===== config.mk =====
export PLATFORM = sky130hd
export DESIGN_NAME = iumu_merge
export DESIGN_NICKNAME = d
export VERILOG_FILES = /design/src/hw/rtl/iumu_pkg.sv /design/src/hw/rtl/iumu_merge.sv
export SDC_FILE = /design/constraint.sdc
export NUM_CORES = 1
export LEC_CHECK = 0
export BUFFER_PORTS_ARGS = -buffer_cell sky130_fd_sc_hd__buf_2
export CORE_ASPECT_RATIO = 2
export CORE_UTILIZATION = 30
export CTS_CLUSTER_DIAMETER = 150
export CTS_CLUSTER_SIZE = 40
export DETAILED_ROUTE_END_ITERATION = 7
export GPL_ROUTABILITY_DRIVEN = 0
export PLACE_DENSITY_LB_ADDON = 0.25
export SYNTH_ARGS = -nofsm -noshare
export SYNTH_HDL_FRONTEND = slang
export SYNTH_SLANG_ARGS = --single-unit

===== constraint.sdc =====
create_clock -name clock -period 16.2 [get_ports clock]
set_input_delay 3.24 -clock clock [delete_from_list [all_inputs] [get_ports clock]]
set_output_delay 3.24 -clock clock [all_outputs]
set_load 0.1 [all_outputs]

===== src/hw/rtl/iumu_pkg.sv =====
`default_nettype none
package iumu_pkg;

   localparam int MAX_RANGES = 64;
   localparam int DOC_BITS   = 31;
   localparam int ID_WIDTH   = 31;
   localparam int CNT_BITS   = $clog2(MAX_RANGES + 1);

   localparam logic [ID_WIDTH-1:0] ID_MASK = ID_WIDTH'((64'd1 << DOC_BITS) - 64'd1);

   typedef logic [ID_WIDTH-1:0] doc_id_type;

   typedef struct packed {
      doc_id_type in_begin;
      doc_id_type in_end;
      logic       in_valid;
      logic       in_last;
   } req_type;

   typedef struct packed {
      doc_id_type out_begin;
      doc_id_type out_end;
      logic       out_last;
      logic       out_empty;
      logic       out_overflow;
   } rsp_type;

   // one stored range as held by a sorter cell
   typedef struct packed {
      logic       vld;
      doc_id_type lo;
      doc_id_type hi;
   } range_type;

   typedef struct packed {
      logic insert;
      logic shift;
   } chain_ctl_type;

   typedef enum logic {
      PH_LOAD,
      PH_DRAIN
   } phase_type;

endpackage
`default_nettype wire


===== src/hw/rtl/iumu_merge.sv =====
`default_nettype none
module iumu_merge (
   input  wire                      clock,
   input  wire                      reset,
   input  logic                     req_valid,
   input  iumu_pkg::req_type        req_data,
   output logic                     req_stall,
   input  iumu_pkg::range_type      head,
   output iumu_pkg::chain_ctl_type  ctl,
   output iumu_pkg::range_type      new_range,
   output logic                     rsp_valid,
   input  logic                     rsp_stall,
   output iumu_pkg::rsp_type        rsp_data
);
   import iumu_pkg::*;

   phase_type            phase_ff, phase_in;
   logic [CNT_BITS-1:0]  count_ff, count_in;
   logic                 ovf_ff, ovf_in;
   logic                 run_vld_ff, run_vld_in;
   doc_id_type           run_lo_ff, run_lo_in;
   doc_id_type           run_hi_ff, run_hi_in;
   logic                 rsp_valid_ff, rsp_valid_in;
   rsp_type              rsp_ff, rsp_in;

   logic req_acc, full, out_free, merge_hit, start_run;
   logic emit, shift, fin;

   assign req_acc   = req_valid && (phase_ff == PH_LOAD);
   assign full      = (count_ff == CNT_BITS'(MAX_RANGES));
   assign out_free  = !rsp_valid_ff || !rsp_stall;
   // touching ranges stay apart: merge only when begin does not exceed running end
   assign merge_hit = (head.lo <= run_hi_ff);
   assign start_run = !run_vld_ff || !merge_hit;

   assign new_range = '{vld: 1'b1, lo: req_data.in_begin & ID_MASK,
                        hi: req_data.in_end & ID_MASK};

   // next state
   always_comb begin
      phase_in = phase_ff;
      unique case (phase_ff)
         PH_LOAD: begin
            if (req_valid && req_data.in_last) phase_in = PH_DRAIN;
         end
         PH_DRAIN: begin
            if (fin) phase_in = PH_LOAD;
         end
         default: phase_in = PH_LOAD;
      endcase
   end

   // outputs
   always_comb begin
      emit = 1'b0;
      shift = 1'b0;
      fin = 1'b0;
      req_stall = 1'b1;
      unique case (phase_ff)
         PH_LOAD: begin
            req_stall = 1'b0;
         end
         PH_DRAIN: begin
            if (head.vld) begin
               if (!start_run) begin
                  shift = 1'b1;
               end else if (!run_vld_ff) begin
                  shift = 1'b1;
               end else if (out_free) begin
                  emit  = 1'b1;
                  shift = 1'b1;
               end
            end else if (out_free) begin
               emit = 1'b1;
               fin  = 1'b1;
            end
         end
         default: req_stall = 1'b1;
      endcase
   end

   assign ctl.insert = req_acc && req_data.in_valid && !full;
   assign ctl.shift  = shift;

   always_comb begin
      count_in   = count_ff;
      ovf_in     = ovf_ff;
      run_vld_in = run_vld_ff;
      run_lo_in  = run_lo_ff;
      run_hi_in  = run_hi_ff;
      if (fin) begin
         count_in   = '0;
         ovf_in     = 1'b0;
         run_vld_in = 1'b0;
      end else begin
         if (ctl.insert) count_in = count_ff + CNT_BITS'(1);
         if (req_acc && req_data.in_valid && full) ovf_in = 1'b1;
      end
      if (shift) begin
         if (start_run) begin
            run_vld_in = 1'b1;
            run_lo_in  = head.lo;
            run_hi_in  = head.hi;
         end else if (head.hi > run_hi_ff) begin
            run_hi_in = head.hi;
         end
      end
   end

   always_comb begin
      rsp_valid_in = rsp_valid_ff;
      rsp_in       = rsp_ff;
      if (emit) begin
         rsp_valid_in        = 1'b1;
         rsp_in.out_begin    = run_vld_ff ? run_lo_ff : '0;
         rsp_in.out_end      = run_vld_ff ? run_hi_ff : '0;
         rsp_in.out_last     = fin;
         rsp_in.out_empty    = fin && !run_vld_ff;
         rsp_in.out_overflow = ovf_ff;
      end else if (!rsp_stall) begin
         rsp_valid_in = 1'b0;
      end
   end

   always_ff @(posedge clock) begin
      if (reset) begin
         phase_ff     <= PH_LOAD;
         count_ff     <= '0;
         ovf_ff       <= 1'b0;
         run_vld_ff   <= 1'b0;
         rsp_valid_ff <= 1'b0;
      end else begin
         phase_ff     <= phase_in;
         count_ff     <= count_in;
         ovf_ff       <= ovf_in;
         run_vld_ff   <= run_vld_in;
         rsp_valid_ff <= rsp_valid_in;
      end
   end

   always_ff @(posedge clock) begin
      run_lo_ff <= run_lo_in;
      run_hi_ff <= run_hi_in;
      rsp_ff    <= rsp_in;
   end

   assign rsp_valid = rsp_valid_ff;
   assign rsp_data  = rsp_ff;

endmodule
`default_nettype wire


==> metrics.txt <==
Slew HR 0.260; area leader, netlist edfxtp_1; slowest cell delay on critical path 460 ps; power per cell area 110 nW/um2; Power, Total around 0.00086 W; CP Cell Sequence buf_2 > ha_1 > a21oi_1 > o21ai_1 > a221oi_2 > o21ai_1 > o22a_1 > a41oi_1 > buf_2; fillers 2154; Final Hold Fails 0; Boundary Pins 263; Ys Warns 0; Final Skew 8.44 ps; Post-Syn Instances 512; PortBufs 137; HP Class reg -> reg; die width 108 um; Most used DFF post-synth edfxtp_1; worst reg2reg path depth 10; Seq/Total Area, Yosys 0.601; Final HPWL DP 11.8 mm; Setup CP Type in -> out; Worst Path Required between 10000 and 15000 ps; clk slew on worst S/H paths about 60 ps; share of the synthesized area in the top cell type 0.568; CTS Buffer Depth 2; final worst slack 7580 ps; slowest stage cell, crit path buf_2; maximum clock frequency 0.116 GHz; vias roughly 4100; Hold Path Cell Cnt 0; P&R area growth vs syn 17.0%; num rows 77; Synth area leaders edfxtp_1 57%, ha_1 12%, buf_4 7.2%; status finished, violations left; vias in the first global route ~4400; post-route insts no fill 889; number of H-tree levels 4; crit path time final 8620 ps; number of remaining DRC errors 2; failing checks design-rule violations; WL per Instance ~18 um; final net count between 700 and 800; First-pass DRT Iterations 6; worst path arrival time between 5000 and 6000 ps; Worst Max-Slew Pin Slew 1110 ps; die height between 200 and 250 um; asr flop ratio synth 0; initial antenna violation count 1; Max FO, Critical Path 4; Worst setup EP type output port; post-CTS resize count 0; area of the multi-input gates 2070 um2; DP Worst Slack 7510 ps; CP startpoint head[53]; static leakage power between 3 and 4 nW; Syn Area/Cell about 13 um2; Worst R2R End rsp_data[26]$_SDFFCE_PN0P_; Setup crit start kind input port; clock root buffer clkbuf_16; post-CTS setup buffers 0; Starting Density 0.304; TritonCTS clock tree yes; Worst-Skew Late Latency about 430 ps; pin count of the biggest net entering global routing 67; FF-to-FF setup slack 12510 ps; Mapped Nets about 710; drt first-iter violations 141; RSZ-0062 raised after global routing false; placeable core area 22100 um2; # hold bufs at CTS 0; max cap viols 0; antenna-violating nets left 0; Placed Cells 856; Synth Register Bits 138; FF/Latch Area slightly above 4000 um2; max-slew violations 0; Num CTS Buffers 17; Tot GR Track Use 0.145; grt total ovfl 0; hold_sp ovf_ff$_SDFFE_PP0P_; full die area 23000 um2; final setup fails 0; Setup Total Neg Slack 0 ps; global-route wire length before repair 23.8 mm; Vias/cell 4.58; Critical R2R Launch run_hi_ff[14]$_DFFE_PP_; Final period util 0.532; Post-synth EDFFs 127; Syn Std Cell Area 6720 um2; maximum vdd ir drop 0.0000501 V; Post-Route WL 15.9 mm; Distinct cells, synth 47; Sink Count 138; share of post-route cells with drive strength above 1 0.301; worst hold endpoint rsp_data[0]$_DFFE_PP_
-- sequential cells by signal (all words and copies together), names as in the netlist --
name,flops
count_ff,7
ovf_ff,1
phase_ff,1
rsp_data,65
rsp_valid,1
run_hi_ff,31
run_lo_ff,31
run_vld_ff,1
-- worst max-delay path, delay by kind of cell --
family	cells	cell delay, ps
buffers and inverters	2	580
AO/OA/AOI/OAI	6	1240
adder cells (fa/ha/maj)	1	320
-- logic make-up after synthesis --
| logic type | count (synthesis) | share of synthesized area |
|---|---|---|
| buffers and inverters | 109 | 0.0967 |
| and+or+nand+nor | 134 | 0.112 |
| xor gates and xnor gates | 6 | 0.00782 |
| other | 1 | 0.000558 |
| muxes | 1 | 0.00149 |
| adders and majority gates | 64 | 0.119 |
| AOI/OAI and AO/OA | 59 | 0.0615 |
| DFF | 138 | 0.601 |
-- per-layer routing --
metal	routed length [um]	track usage	up-vias	share of wire
met1	5320	0.133	1898	0.33
met3	811	0.0356	92	0.051
met4	1050	0.119	0	0.066
met2	8730	0.265	136	0.55
li1	-	-	1949	-
met5	0	0	-	0
-- synth_stat cells (all sizes together), types with 2 or more instances --
master	count
nor2	19
nand4	14
xor2	5
a21o	5
a221oi	3
a21oi	24
nand3	4
clkbuf	8
inv	37
edfxtp	127
buf	64
a211oi	3
and2	63
nor3	6
or2	2
dfxtp	11
ha	64
nand2	20
o21ai	10
-- how the worst max path moves through the flow --
stage / to / slack, ps
after floorplan: rsp_data[0]$_DFFE_PP_ / 8090
after global placement: ctl[0] / 7530
after detailed placement: ctl[0] / 7510
after CTS: ctl[0] / 7510
after global routing: ctl[0] / 7420
final: ctl[0] / 7580
-- metrics by stage --
| stage | hold slack (ps) | instance area (um2) | utilization |
|---|---|---|---|
| detailed placement | 431 | 7290 | 0.331 |
| global route | 464 | 7860 | 0.356 |
| global placement | 436 | 7290 | 0.331 |
| CTS | 443 | 7850 | 0.356 |
| floorplan | 409 | 6720 | - |
| finish | 446 | 7860 | 0.356 |
-- cell usage in the layout (no fill, tap or decap), types with 4 or more instances in the layout --
master      netlist  layout
nor3_1            5       5
clkbuf_16         0      17
a21o_1            5       5
o21ai_0           6       6
inv_1            37      37
nand3_1           4       4
nor2_1           19      18
buf_2             0     137
clkinvlp_4        0       5
a21oi_1          21      20
nand2_1          20      20
ha_1             64      64
and2_1           62      62
o21ai_1           4       4
edfxtp_1        127     127
xor2_1            5       5
clkinv_1          0       4
nand4_1          14      14
dfxtp_1          11      10
-- power by group --
part           internal [W]  switching, W
Sequential         0.000400    0.00000331
Combinational     0.0000255     0.0000611
Clock              0.000223      0.000150
-- cell type report --
class / count / share of cell area
multi-input combinational: 265 / 0.263
sequential: 138 / 0.514
inverter: 37 / 0.0177
antenna: 1 / 0.000319
tap: 276 / 0.0440
clock buffer: 18 / 0.0546
timing repair buffer: 140 / 0.0901
clock inverter: 14 / 0.0167
(Power assumes the default switching activity.)
