===== src/hw/rtl/iumu_pkg.sv =====
`default_nettype none
package iumu_pkg;

   localparam int MAX_RANGES = 64;
   localparam int DOC_BITS   = 31;
   localparam int ID_WIDTH   = 31;
   localparam int CNT_BITS   = $clog2(MAX_RANGES + 1);

   localparam logic [ID_WIDTH-1:0] ID_MASK = ID_WIDTH'((64'd1 << DOC_BITS) - 64'd1);

   typedef logic [ID_WIDTH-1:0] doc_id_type;

   typedef struct packed {
      doc_id_type in_begin;
      doc_id_type in_end;
      logic       in_valid;
      logic       in_last;
   } req_type;

   typedef struct packed {
      doc_id_type out_begin;
      doc_id_type out_end;
      logic       out_last;
      logic       out_empty;
      logic       out_overflow;
   } rsp_type;

   // one stored range as held by a sorter cell
   typedef struct packed {
      logic       vld;
      doc_id_type lo;
      doc_id_type hi;
   } range_type;

   typedef struct packed {
      logic insert;
      logic shift;
   } chain_ctl_type;

   typedef enum logic {
      PH_LOAD,
      PH_DRAIN
   } phase_type;

endpackage
`default_nettype wire


===== src/hw/rtl/iumu_cell.sv =====
`default_nettype none
module iumu_cell (
   input  wire                      clock,
   input  wire                      reset,
   input  iumu_pkg::chain_ctl_type  ctl,
   input  iumu_pkg::range_type      new_range,
   input  iumu_pkg::range_type      left_range,
   input  logic                     left_before,
   input  iumu_pkg::range_type      right_range,
   output iumu_pkg::range_type      cur_range,
   output logic                     new_before
);
   import iumu_pkg::*;

   logic        vld_ff, vld_in;
   doc_id_type  lo_ff, lo_in;
   doc_id_type  hi_ff, hi_in;
   range_type   range_in;

   assign cur_range = '{vld: vld_ff, lo: lo_ff, hi: hi_ff};

   // an empty cell sorts after everything
   assign new_before = !vld_ff || ({new_range.lo, new_range.hi} < {lo_ff, hi_ff});

   always_comb begin
      range_in = cur_range;
      if (ctl.shift) begin
         range_in = right_range;
      end else if (ctl.insert && new_before) begin
         // left neighbour also yields: take its entry, else the new item lands here
         range_in = left_before ? left_range : new_range;
      end
   end

   assign vld_in = range_in.vld;
   assign lo_in  = range_in.lo;
   assign hi_in  = range_in.hi;

   always_ff @(posedge clock) begin
      if (reset) begin
         vld_ff <= 1'b0;
      end else begin
         vld_ff <= vld_in;
      end
   end

   always_ff @(posedge clock) begin
      lo_ff <= lo_in;
      hi_ff <= hi_in;
   end

endmodule
`default_nettype wire


===== config.mk =====
export PLATFORM = sky130hd
export DESIGN_NAME = iumu_cell
export DESIGN_NICKNAME = d
export VERILOG_FILES = /design/src/hw/rtl/iumu_pkg.sv /design/src/hw/rtl/iumu_cell.sv
export SDC_FILE = /design/constraint.sdc
export NUM_CORES = 1
export LEC_CHECK = 0
export BUFFER_PORTS_ARGS = -buffer_cell sky130_fd_sc_hd__buf_2
export CAP_MARGIN = 5
export CORE_ASPECT_RATIO = 0.75
export CORE_MARGIN = 2
export CORE_UTILIZATION = 46
export CTS_CLUSTER_SIZE = 10
export DETAILED_ROUTE_END_ITERATION = 16
export PLACE_DENSITY = 0.9
export REMOVE_ABC_BUFFERS = 1
export SETUP_SLACK_MARGIN = 0.3
export SLEW_MARGIN = 20
export SYNTH_ARGS = -nofsm -noshare
export SYNTH_HDL_FRONTEND = slang
export SYNTH_SLANG_ARGS = --single-unit

===== constraint.sdc =====
create_clock -name clock -period 5.8 [get_ports clock]
set_input_delay 0.87 -clock clock [delete_from_list [all_inputs] [get_ports clock]]
set_output_delay 0.87 -clock clock [all_outputs]
set_load 0.005 [all_outputs]

==> qor.yml, run 1 <==
outcome: "finished clean"
power.leakage_uw: 0.00346
clkSinkCount: 63
syn_area_sq_um: 4810
critPathLaunchType: "input port"
power.density_nw_per_um2: 232
cp.required_ps: 4930
grt_use_met1: 0.258
dieWidth_um: 122
io_buffers: 257
cts_resized: 0
cap_violations: 0
core_area_sq_um: 10200
antenna_found_initial: 1
cts_buffer_depth: 2
fin_crit_ps: 3810
max_slew.worst_pin.slew_ps: 1070
post-cts-setup-buffers: 0
grt_pass1_vias: 4295
endpoint_kind: "primary output"
met2_usage: 0.395
htreeDepth: 3
fin_skew_ps: 5.80
drive_gt1_frac: 0.376
clkLatencyLatePin_ps: 320
vias_per_cell: 4.98
ys_seq_area_frac: 0.391
grt_use_total: 0.222
dieArea_sq_um: 11300
hold_violations: 0
synth_top_area_frac: 0.387
cts_inserted_buffers: 9
start_util: 0.469
area_growth_syn_to_layout_pct: 35.1
ys_seq_elements: 63
rows: 32
worst_hold_path.endpoint: "vld_ff"
tns_ps: 0
fin_crit_sh: 0.657
root_buffer: "clkbuf_16"
r2r_start: "lo_ff[16]"
clkSlewWorstSetupHoldPaths_ps: 50
fp.dieH_um: 92.6
syn_area_per_cell_sq_um: 9.64
ys_top_cells_by_area: "edfxtp_1, ha_1, mux2i_1"
cts.hold.buffers_added: 0
wl_per_cell_um: 14.2
drt_iter0_drc: 139
grt_pass1_wl_mm: 19.6
reg2reg_to: "hi_ff[15]"
hp-class: "flip-flop to flip-flop"
overflow: 0
cp_max_fo: 3
path_class: "input port to primary output"
dp_hpwl_mm: 10.1
placed_cell_area_sq_um: 6220
final-setup-viol-count: 0
nets: 1002
max_slew_margin: 0.287
gp_congestion: 0.827
grt_max_degree: 125
wl_mm: 12.7
hold_depth: 5
peakVddDrop_mv: 0.183
max_freq_mhz: 263
drtPass1Iterations: 4
cts_tree: "yes"
slew_viol_final: 0
rsz0062_at_grt: "false"
yosysUniqueCellTypes: 41
hold_start: "vld_ff"
drcViolationCount: 0
vias: 4425
final_antenna_net_count: 0
io_pins: 258
r2r_cells: 9
reg2reg_slack_ps: 2570
synth_top_area_cell: "edfxtp_1"
power_uw: 1510
finalInstanceArea_sq_um: 6500
synth_warnings: 0
netlist_instances: 499
top_usage_layer: "met2"
arrival_ps: 2940
grtUsageMet3: 0.0542
## metrics by stage
| step | setup WS [ps] | hold slack [ps] | std cells | util |
|---|---|---|---|---|
| finish | 1990 | 725 | 889 | 0.634 |
| global route | 1850 | 776 | 889 | 0.634 |
| CTS | 1970 | 724 | 888 | 0.634 |
| detailed placement | 1840 | 707 | 872 | 0.607 |
| global placement | 1910 | 705 | 872 | 0.607 |
| floorplan | 485 | 677 | 477 | - |
## registers in the layout, summed over array words and instances, names as in the netlist
signal and cells:
vld_ff 1, hi_ff 31, lo_ff 31
## placed cells by master (no fill, tap or decap), types with 2 or more instances in the layout
master     instances
a21oi_1           25
ha_1              61
a221oi_1           2
edfxtp_1          62
nand3_1            5
a21o_1            10
nand2_1           74
clkbuf_16          9
nor2_1             2
buf_4              3
nand4_2            2
nor4_2             2
a211o_1            2
nand4_1           10
buf_2            255
o21ai_0           69
o21a_1             3
mux2i_1           62
inv_1             65
clkinv_1           3
clkinv_2           2
## logic make-up (layout without fill, tap and decap cells)
logic type,after synthesis,after routing,share of synthesized area
fa+ha+maj,61,61,0.159
compound gates,121,121,0.145
simple gates,104,104,0.104
mux,63,63,0.131
buf+inv,87,340,0.0695
other cells,0,1,0
flops,63,63,0.391
## synth_stat cells (all sizes together)
master / count
and3: 1
and4: 2
inv: 65
a21o: 11
edfxtp: 62
or2: 1
mux2: 1
nor4: 3
nor3: 1
buf: 8
nand2b: 1
o22a: 1
nand2: 74
a211oi: 1
a21boi: 1
or3: 2
o21a: 3
nand3: 5
clkbuf: 14
o32a: 1
o31ai: 1
ha: 61
a221oi: 3
o21ba: 1
a311oi: 1
a211o: 2
o21ai: 69
mux2i: 62
dfxtp: 1
nand4: 12
nor2: 2
a21oi: 25
o22ai: 1
## routing by layer
| metal | routed length, um | share of wire | vias up |
|---|---|---|---|
| met5 | 0 | 0 | - |
| met4 | 269 | 0.021 | 0 |
| met3 | 902 | 0.071 | 22 |
| met2 | 6220 | 0.49 | 172 |
| met1 | 5260 | 0.42 | 1946 |
| li1 | - | - | 2285 |
## area by class of cell
class / instances / area (sq um)
tap: 136 / 170
fill: 836 / 3750
multi-input combinational: 349 / 2600
timing repair buffer: 259 / 1320
sequential: 63 / 1880
antenna: 1 / 2.50
inverter: 65 / 244
clock inverter: 6 / 51.3
clock buffer: 10 / 229
## power breakdown
group	switching, uW	internal [uW]
Combinational	211	194
Clock	183	326
Sequential	25.2	569
## how the worst max path moves through the flow
stage,from,to,slack [ps]
floorplan,new_range[47],hi_ff[0],490
global placement,new_range[47],hi_ff[1],1910
detailed placement,new_range[47],hi_ff[4],1840
CTS,new_range[57],new_before,1970
global route,new_range[57],new_before,1850
finish,new_range[57],new_before,1990
## worst max-delay path, cell delays in order
cell,delay [ps]
buf_2,110
ha_1,300
nand4_1,230
nor4_2,450
nand4_1,240
nor4_2,270
a21o_2,230
o21ai_0,90
buf_2,150
Note: power is estimated with default switching activity, not from simulation.
==> run 2: changes to the inputs <==
Settings changed: CORE_UTILIZATION 46 to 42, PLACE_DENSITY 0.9 to 0.87.
Clock period 5.8 ns to 3.3 ns, I/O delays scaled along.
==> run 2 against run 1 <==
Against the previous run:
- worst setup slack got worse by 1600 ps
- power is 80% higher
- combinational power grew 90%
- sequential power rose by 76%
- global-route usage fell by 0.75 points
- core utilization decreased by 2.4 points
- cell count grew 1.6%
- clock power up 77%
- via count is 3.0% higher
- register-to-register slack worse by 2000 ps
- critical path type is now flip-flop to primary output
- sequential share of layout area shrank 0.97 points
==> qor.yml, run 2 (synthesis gave the netlist of run 1 again) <==
outcome: "finished clean"
max_freq_mhz: 343
vias_per_cell: 5.05
critPathLaunchType: "flip-flop"
final_common_cell: "buf_2"
seq_area_sq_um: 1880
io_pins: 258
rows: 33
cts_buffer_depth: 2
hold_depth: 3
fillers: 922
path_class: "flip-flop to primary output"
arrival_ps: 2420
gp_congestion: 0.805
cts_inserted_buffers: 9
power.density_nw_per_um2: 405
hold_violations: 0
fin_skew_ps: 5.32
antenna_cells: 0
wl_per_cell_um: 14.9
cp_max_fo: 3
fin_util: 0.610
worst_hold_path.endpoint: "vld_ff"
reg_top3: "hi_ff (31), lo_ff (31), vld_ff (1)"
cts_tree: "yes"
drt_iter0_drc: 191
drive_gt1_frac: 0.404
root_buffer: "clkbuf_16"
fin_crit_ps: 2920
fp.dieH_um: 96.7
top_usage_layer: "met2"
drcViolationCount: 0
dp_hpwl_mm: 10.9
area_growth_syn_to_layout_pct: 39.9
vias: 4556
htreeDepth: 3
grtUsageMet3: 0.0559
power.leakage_uw: 0.00353
start_util: 0.436
reg2reg_to: "hi_ff[28]"
hold_start: "reset"
grt_use_met1: 0.254
hp-class: "input port to flip-flop"
clkSinkCount: 63
clkLatencyLatePin_ps: 320
rsz0062_at_grt: "true"
peakVddDrop_mv: 0.260
tns_ps: 0
grt_pass1_wl_mm: 21.1
grt_max_degree: 69
dieArea_sq_um: 12300
dieWidth_um: 128
fin_crit_sh: 0.884
nets: 1013
io_buffers: 257
overflow: 0
final-setup-viol-count: 0
max_slew.worst_pin.slew_ps: 549
r2r_cells: 10
final_antenna_net_count: 0
grt_use_total: 0.214
reg2reg_slack_ps: 540
drtPass1Iterations: 4
grt_pass1_vias: 4563
final_cell_mix: "buf_2, nand2_1, o21ai_0"
cap_violations: 0
max_slew_margin: 0.634
met2_usage: 0.389
clkSlewWorstSetupHoldPaths_ps: 50
slew_viol_final: 0
endpoint_kind: "primary output"
core_area_sq_um: 11000
r2r_start: "hi_ff[3]"
cp.required_ps: 2800
multi_input_area_sq_um: 2730
antenna_found_initial: 0
wl_mm: 13.5
[run 2: cell count changes in the layout (fill, tap and decap cells not counted), moves of 2 or more]
cell,previous run,this run
buf_4,3,13
ha_4,0,8
clkinv_1,3,1
ha_1,61,53
inv_2,0,3
inv_1,65,62
[run 2: how the worst max path moves through the flow]
stage / from / endpoint / slack, ps / depth (start not counted)
2_1_floorplan: new_range[47] / hi_ff[0] / -1640 / 7
3_3_place_gp: new_range[57] / new_before / 280 / 9
3_5_place_dp: new_range[47] / hi_ff[26] / 280 / 9
4_1_cts: lo_ff[22] / new_before / 270 / 10
5_1_grt: lo_ff[22] / new_before / 200 / 10
6_report: lo_ff[22] / new_before / 380 / 10
[run 2: final cells by class]
| type | count | share of cell area |
|---|---|---|
| Inverter | 65 | 0.0363 |
| Clock buffer | 11 | 0.0346 |
| Sequential cell | 63 | 0.280 |
| Tap cell | 140 | 0.0260 |
| Multi-Input combinational cell | 349 | 0.406 |
| Timing Repair Buffer | 270 | 0.210 |
| Clock inverter | 5 | 0.00725 |
[run 2: through the flow]
stage	std cells	total power (uW)	cell area (sq um)	hold slack, ps	worst slack [ps]
finish	903	2720	6730	420	383
global route	903	2900	6730	428	201
CTS	896	2710	6560	409	271
detailed placement	879	1790	6260	732	282
global placement	879	1760	6260	721	283
floorplan	477	1420	4720	652	-1640
[run 2: critical path: stages (launching register included)]
cell	delay, ps
edfxtp_1	350
inv_1	60
ha_1	310
nand4_1	200
nor4_4	180
buf_4	180
nand4_1	150
nor4_2	290
a21o_2	190
o21ai_2	50
buf_2	140
[run 2: layer usage]
metal	part of all wire	routed length [um]
met4	0.0090	121
met5	0	0
met3	0.061	821
met2	0.51	6840
met1	0.42	5700
[run 2: repair_timing]
item	CTS	global route
endpoints found under the setup margin	1	1
pin swaps	3	10
buffers inserted	1	7
resized for setup	1	15
endpoints found under the hold margin	0	0
hold buffers	0	0
[run 2: where the power goes]
group / switching (uW) / internal [uW] / leakage [uW]
Clock: 325 / 578 / 0.000141
Combinational: 398 / 374 / 0.00273
Sequential: 48.1 / 1000 / 0.000656
